<file path="config.mk">
export PLATFORM = sky130hd
export DESIGN_NAME = msc_ctrl
export DESIGN_NICKNAME = d
export VERILOG_FILES = /design/src/rtl/core/msc_pkg.sv /design/src/rtl/core/msc_ctrl.sv
export SDC_FILE = /design/constraint.sdc
export NUM_CORES = 1
export LEC_CHECK = 0
export ABC_AREA = 1
export BUFFER_PORTS_ARGS = -buffer_cell sky130_fd_sc_hd__buf_2
export CORE_AREA = 2 2 39 41
export DETAILED_ROUTE_END_ITERATION = 12
export DIE_AREA = 0 0 41 43
export GPL_ROUTABILITY_DRIVEN = 0
export PLACE_DENSITY = 0.5
export SLEW_MARGIN = 10
export SYNTH_ARGS = -nofsm -noshare
export SYNTH_HDL_FRONTEND = slang
export SYNTH_SLANG_ARGS = --single-unit
</file>
<file path="constraint.sdc">
create_clock -name clk -period 1.8 [get_ports clk]
set_input_delay 0.36 -clock clk [delete_from_list [all_inputs] [get_ports clk]]
set_output_delay 0.36 -clock clk [all_outputs]
set_load 0.01 [all_outputs]
</file>
<file path="src/rtl/core/msc_pkg.sv">
// Package for the minimum square sum counter.
// Shared widths, constants and the command/status words between controller and datapath.
// No dependencies.
`timescale 1ns / 1ps
`default_nettype none

package msc_pkg;

	localparam int TARGET_W = 12;
	localparam int COUNT_W  = 3;

	// Running minimum starts at all ones; j = 1 always replaces it
	localparam logic [COUNT_W-1:0] COUNT_SENTINEL = '1;

	// Controller to datapath commands
	typedef struct packed {
		logic capture;   // latch the incoming target word
		logic init;      // write entry 0, set up the first entry to build
		logic issue;     // read entry i - j*j and step j
		logic write;     // store the running minimum into entry i
		logic next;      // move on to entry i + 1
		logic load_out;  // move the answer into the output register
	} cmd_t;

	// Datapath to controller status
	typedef struct packed {
		logic sq_le_i;       // j*j <= i, another read is due
		logic last;          // entry being built is the target
		logic zero;          // target is zero
		logic out_free;      // output register can take a word this cycle
		logic fold_pending;  // a read word is still being folded into the minimum
	} status_t;

endpackage

`default_nettype wire

</file>
<file path="src/rtl/core/msc_ctrl.sv">
// Controller state machine for the minimum square sum counter.
// Sequences table init, reads, writes and result hand-off. Depends on msc_pkg.
`timescale 1ns / 1ps
`default_nettype none

module msc_ctrl (
	input  wire logic             clk,
	input  wire logic             arst_n,
	input  wire logic             in_valid,
	output logic                  in_stall,
	input  wire msc_pkg::status_t status,
	output msc_pkg::cmd_t         cmd
);

	typedef enum logic [4:0] {
		ST_IDLE   = 5'b00001,
		ST_INIT   = 5'b00010,
		ST_READ   = 5'b00100,
		ST_WRITE  = 5'b01000,
		ST_FINISH = 5'b10000
	} state_t;

	state_t state_q;
	state_t state_d;

	// Take a new word only between items
	assign in_stall = (state_q != ST_IDLE);

	// Next state and commands
	always_comb begin
		state_d = state_q;
		cmd     = '0;
		case (state_q)
			ST_IDLE: begin
				if (in_valid) begin
					cmd.capture = 1'b1;
					state_d     = ST_INIT;
				end
			end
			ST_INIT: begin
				cmd.init = 1'b1;
				state_d  = status.zero ? ST_FINISH : ST_READ;
			end
			ST_READ: begin
				if (status.sq_le_i) begin
					cmd.issue = 1'b1;
				end else begin
					state_d = ST_WRITE;
				end
			end
			ST_WRITE: begin
				cmd.write = 1'b1;
				if (status.last) begin
					state_d = ST_FINISH;
				end else begin
					cmd.next = 1'b1;
					state_d  = ST_READ;
				end
			end
			ST_FINISH: begin
				if (status.out_free) begin
					cmd.load_out = 1'b1;
					state_d      = ST_IDLE;
				end
			end
			default: begin
				state_d = ST_IDLE;
			end
		endcase
	end

	always_ff @(posedge clk or negedge arst_n) begin
		if (!arst_n) begin
			state_q <= ST_IDLE;
		end else begin
			state_q <= state_d;
		end
	end

endmodule

`default_nettype wire

</file>
# [Yosys cells after proc, flatten, opt, wreduce, memory -nomap -nowiden]
# Index checks and enable logic that the tools add are counted.
[totals] register_bits=5 input_bits=8 out_inout_bits=7 wordCells=26
[op_classes] n_eq_ne=9 n_mux=15 reduce_logical=1
[ops] cell="$mux W5" n=5
[ops] cell="$pmux W5 S5" n=1
[ops] cell="$mux W1" n=8
[ops] cell="$ne A2 B2 Y1 const B" n=3
[ops] cell="$eq A5 B1 Y1 const B" n=1
[ops] cell="$eq A5 B2 Y1 const B" n=1
[ops] cell="$eq A5 B3 Y1 const B" n=1
[ops] cell="$eq A5 B4 Y1 const B" n=1
[ops] cell="$eq A5 B5 Y1 const B" n=1
[ops] cell="$ne A5 B1 Y1 const B" n=1
[ops] cell="$reduce_and A3 Y1" n=1
[ops] cell="$mux W2" n=1

# [Longest topological paths before layout]
# Gate-level depths: netlist of run 1.
[depth] word_depth=3 depth_mapped=7

# [Least setup slack after synthesis of run 1]
# Ideal clock, no wire load.
[synth_path] path_type="reg2out" from="register state_q[0]" to="output cmd[5] in the netlist's numbering" t_arrival_ns=1.028 slack_ns=0.412 stages_incl_launch_ff=5 path_buffers=0 cell_sequence="dfstp_2 > inv_2 > nor2_1 > nand2_1 > nor2_1"
[synth_lines] element="from (decl)" line_no="msc_ctrl.sv:23" rtl="state_t state_q;"
[synth_lines] element="from (signal assigned)" line_no="msc_ctrl.sv:76" rtl="state_q <= state_d;"
[synth_lines] element="to (decl)" line_no="msc_ctrl.sv:12" rtl="output msc_pkg::cmd_t cmd"

==> results of run 1 <==
-- layout by cell type, fill, tap and decap left out --
cell,instances
o21ai_1,2
nand3b_1,1
nand2_2,3
dfrtp_1,4
dlygate4sd3_1,1
nand2_1,7
clkbuf_1,1
o21ai_0,1
nor2_1,8
inv_2,5
nor2_4,1
nand4_1,1
buf_2,13
nor4_2,1
nor2_2,2
dfstp_2,1
nand3_1,3
o211ai_1,1
inv_1,6
clkbuf_4,3
nand4_2,1
-- how the worst min path moves through the flow --
stage | to | depth (start not counted) | slack (ns) | from
after floorplan | state_q[1] | 0 | 0.06 | arst_n
after global placement | state_q[1] | 1 | 0.18 | arst_n
after detailed placement | state_q[1] | 1 | 0.18 | arst_n
after CTS | state_q[4] | 3 | 0.34 | status[3]
after global routing | state_q[2] | 2 | 0.36 | status[2]
final | state_q[4] | 3 | 0.34 | status[3]
-- cell type report --
class / count / area, µm²
sequential: 5 / 126
multi-input combinational: 32 / 175
inverter: 11 / 41.3
fill: 156 / 920
clock buffer: 4 / 26.3
timing repair buffer: 14 / 75.1
tap: 16 / 20.0
-- power by group --
group	switching (W)	total (W)	internal, W
sequential	0.0000283	0.000180	0.000152
combinational	0.000173	0.000276	0.000103
clock	0.0000421	0.000126	0.0000836
-- layer usage --
layer	global-route usage	share of wire	vias up	wire, µm
li1	-	-	186	-
met1	0.132	0.42	140	302
met2	0.144	0.48	10	341
met3	0.0157	0.066	2	47
met4	0.140	0.027	0	19
met5	0	0	-	0
-- critical path: stages (launching register included) --
cell and delay (ns):
dfstp_2 0.54, inv_2 0.04, nor2_1 0.16, nand2_1 0.11, nor2_1 0.08, buf_2 0.13
-- what timing repair did --
| action | in CTS | in global routing |
|---|---|---|
| hold buffers | 1 | 0 |
| resized for setup | 0 | 0 |
| hold endpoints to repair | 4 | 0 |
-- kinds of logic (layout without fill, tap and decap cells) --
group                  count (synthesis)  after routing
AND/OR/NAND/NOR                       28             28
flip-flops                             5              5
AO/OA/AOI/OAI                          4              4
buffers and inverters                 11             29
-- per-stage QoR --
step / hold slack (ns) / std cells / utilization / setup WS, ns / power (W)
2_1_floorplan: 0.0644 / 48 / - / 0.412 / 0.000386
3_3_place_gp: 0.178 / 77 / 0.309 / 0.409 / 0.000461
3_5_place_dp: 0.180 / 77 / 0.309 / 0.399 / 0.000461
4_1_cts: 0.339 / 82 / 0.335 / 0.134 / 0.000595
5_1_grt: 0.357 / 82 / 0.335 / 0.0200 / 0.000649
6_report: 0.344 / 82 / 0.335 / 0.148 / 0.000582
==> qor.yml, run 1 <==
critPathLaunch: "state_q[0]"
cp-start-kind: "register"
synth_adder_area_share: 0
seq_area_frac_synth: 0.369
die_w_um: 41
via_per_inst: 4.12
cts_buffers: 3
grt_pass1_vias: 328
synth-main-ff-cell: "dfrtp_1"
clock_path_buffers: 2
route.detailed.drc: 0
num_antenna_cells: 0
outcome: "completed"
placed_area_um2: 428
cts.sinks: 5
antenna_found_initial: 0
port-buffer-count: 13
syn_area_um2: 343
grt_max_degree: 6
synth_xor_area_frac: 0
drt_iter0_drc: 2
cp-end-kind: "primary output"
cts_tree: "built"
timing.rr.end: "state_q[3]"
pin_count: 15
setup-tns-final_ns: 0
synth_common_cells: "nor2_1, nand2_1, inv_1"
start_util: 0.248
ys_types: 17
p_per_area_nw_per_um2: 1250
synth_area_leaders: "dfrtp_1, nor2_1, dfstp_2"
stdcell_area_um2: 464
yosysMostFrequentCell: "nor2_1"
max_slew_margin: 0.868
arrival_ns: 1.29
clk_pin_slew_ns: 0.04
async_flop_share: 1.00
rows: 14
syn_area_per_cell_um2: 7.14
timing.fmax_mhz: 605
leakagePower_nw: 0.281
grt_pass1_wl_um: 1240
synthMuxAreaShare: 0
rsz0062_at_grt: "false"
max-cap-violations: 0
top_register: "state_q"
cts-root-buf: "clkbuf_4"
ys_ff_latch: 5
synth-simple-area-share: 0.445
rr_startpoint: "state_q[0]"
ff2ff_path_depth: 5
dr.pass1.iters: 3
top_regs: "state_q: 5 flops"
ant_nets: 0
synth_compound_area_frac: 0.0657
critPathKind: "reg2out"
nNetsFinal: 75
area_delta_synth_final_pct: 35.4
synth_top_area_frac: 0.292
largest_reg_flops: 5
yosys_warnings: 0
endpoint: "cmd[5]"
ir_drop_uv: 447
hp-class: "in2reg"
die_height_um: 43
crit_required_ns: 1.44
final_max_slew_viol_count: 0
post-route-min-period_ns: 1.65
syn_nets: 56
coreArea_um2: 1380
finalHoldViolations: 0
worstPathMaxFanout: 3
grt-ovfl-total: 0
netlist_instances: 48
clock_latency_ns: 0.24
die_area_um2: 1760
post_cts_buffers: 0
synth_top_family_by_area: "simple AND/OR/NAND/NOR gates"
routed_wl_um: 711
ff2ff_setup_slack_ns: 0.70
yosysTopAreaCell: "dfrtp_1"
post_route_cells_drive_above_1_share: 0.455
finalSetupViolCount: 0
h-tree-depth: 1
wire_per_inst_um: 8.67
dpl.hpwl_um: 601
synth-edff-count: 0
worst_pin_slew_ns: 0.196
period_share: 0.918
vias: 338
clock_skew_ns: 0.00257
track_usage: 0.111
Power figures use the tool's default switching activity.
==> inputs of run 2 (changes only) <==
- MAX_ROUTING_LAYER: not set -> met4
==> qor.yml, run 2 (synthesis gave the netlist of run 1 again) <==
outcome: "completed"
clock_skew_ns: 0.00258
cp-start-kind: "register"
clock_path_buffers: 2
arrival_ns: 1.29
pin_count: 15
post_route_cells_drive_above_1_share: 0.455
comb_power_share: 0.474
p_sw_w: 0.000244
multi_input_area_um2: 175
max-cap-violations: 0
timing.fmax_mhz: 605
dpl.hpwl_um: 601
rows: 14
crit_required_ns: 1.44
ff2ff_setup_slack_ns: 0.70
ir_drop_uv: 447
dr.pass1.iters: 3
rsz0062_at_grt: "false"
via_per_inst: 4.12
power_frac_clock: 0.216
h-tree-depth: 1
finalHoldViolations: 0
grt-ovfl-total: 0
crit_slowest_cell: "dfstp_2"
cts-root-buf: "clkbuf_4"
crit_path_max_incr_delay_ns: 0.54
dpl.cell_count: 77
internal_power_w: 0.000339
grt_pass1_vias: 329
cp_common_cell: "nor2_1"
cp-end-kind: "primary output"
wire_per_inst_um: 8.76
vias: 338
route.detailed.drc: 0
crit_path_cell_trace: "inv_2 > nor2_1 > nand2_1 > nor2_1 > buf_2"
antenna_found_initial: 0
final_max_slew_viol_count: 0
area_delta_synth_final_pct: 35.4
critPathKind: "reg2out"
grt_pass1_wl_um: 1240
coreArea_um2: 1380
final_cell_mix: "buf_2, nor2_1, nand2_1"
max_slew_margin: 0.868
finalSetupViolCount: 0
largest_reg_flops: 5
num_antenna_cells: 0
swShare: 0.418
die_height_um: 43
nNetsFinal: 75
grt_max_degree: 6
setup-tns-final_ns: 0
post-route-min-period_ns: 1.65
worstPathMaxFanout: 3
top_register: "state_q"
die_w_um: 41
hp-class: "in2reg"
clk_pin_slew_ns: 0.04
final_cells: 82
cts_buffers: 3
track_usage: 0.114
drt_iter0_drc: 2
cts_tree: "built"
die_area_um2: 1760
worst_pin_slew_ns: 0.196
final_common_cell: "buf_2"
fillers: 156
leakagePower_nw: 0.281
clock_latency_ns: 0.24
start_util: 0.248
cts_resized: 0
period_share: 0.918
top_regs: "state_q: 5 flops"
regArea_um2: 126
cts.sinks: 5
p_per_area_nw_per_um2: 1250
seqPwrFrac: 0.310
port-buffer-count: 13
ant_nets: 0
routed_wl_um: 718
==> run 2: cell counts in the layout (fill, tap and decap cells not counted) <==
No cell type changed its count.
==> run 2: final cells by class <==
type                            count  area share
Clock buffer                        4      0.0566
Inverter                           11      0.0889
Multi-Input combinational cell     32       0.377
Sequential cell                     5       0.272
Tap cell                           16      0.0431
Timing Repair Buffer               14       0.162
==> run 2: power by group through the flow <==
stage	registers [W]	clock network [W]	logic (W)
4_1_cts	0.000181	0.000133	0.000281
2_1_floorplan	0.000178	0	0.000208
3_3_place_gp	0.000182	0	0.000279
3_5_place_dp	0.000183	0	0.000278
6_report	0.000180	0.000126	0.000276
5_1_grt	0.000186	0.000138	0.000324
==> run 2: path summary, 6_finish.rpt <==
check	endpoint	cells after the start	from
max reg2reg	state_q[3]	5	state_q[0]
max in group asynchronous	state_q[0]	2	arst_n
max	cmd[5]	5	state_q[0]
min in group asynchronous	state_q[4]	2	arst_n
min	state_q[4]	3	status[3]
min reg2reg	state_q[3]	3	state_q[3]
==> run 2: metrics by stage <==
| step | total power [W] | hold slack, ns | utilization | worst slack [ns] | cell area [µm²] |
|---|---|---|---|---|---|
| floorplan | 0.000386 | 0.0644 | - | 0.412 | 343 |
| global placement | 0.000461 | 0.178 | 0.309 | 0.409 | 428 |
| detailed placement | 0.000461 | 0.180 | 0.309 | 0.399 | 428 |
| CTS | 0.000595 | 0.339 | 0.335 | 0.134 | 464 |
| global route | 0.000649 | 0.357 | 0.335 | 0.0200 | 464 |
| finish | 0.000582 | 0.344 | 0.335 | 0.148 | 464 |
==> run 2: worst max-delay path: cells and delay by family, from the launching register on <==
kind | cells | cell delay (ns)
and+or+nand+nor | 3 | 0.35
buffers and inverters | 2 | 0.17
DFF | 1 | 0.54
==> run 2: timing repair <==
action                    in CTS  in global routing
hold buffers                   1                  0
buffers inserted               0                  0
hold endpoints to repair       4                  0
==> run 2: layer usage <==
layer  wire, µm  global-route usage  vias to the layer above
li1           -                   -                      186
met1        302               0.132                      140
met2        341               0.144                       10
met3         54              0.0157                        2
met4         19               0.140                        0
met5          0                   -                        -
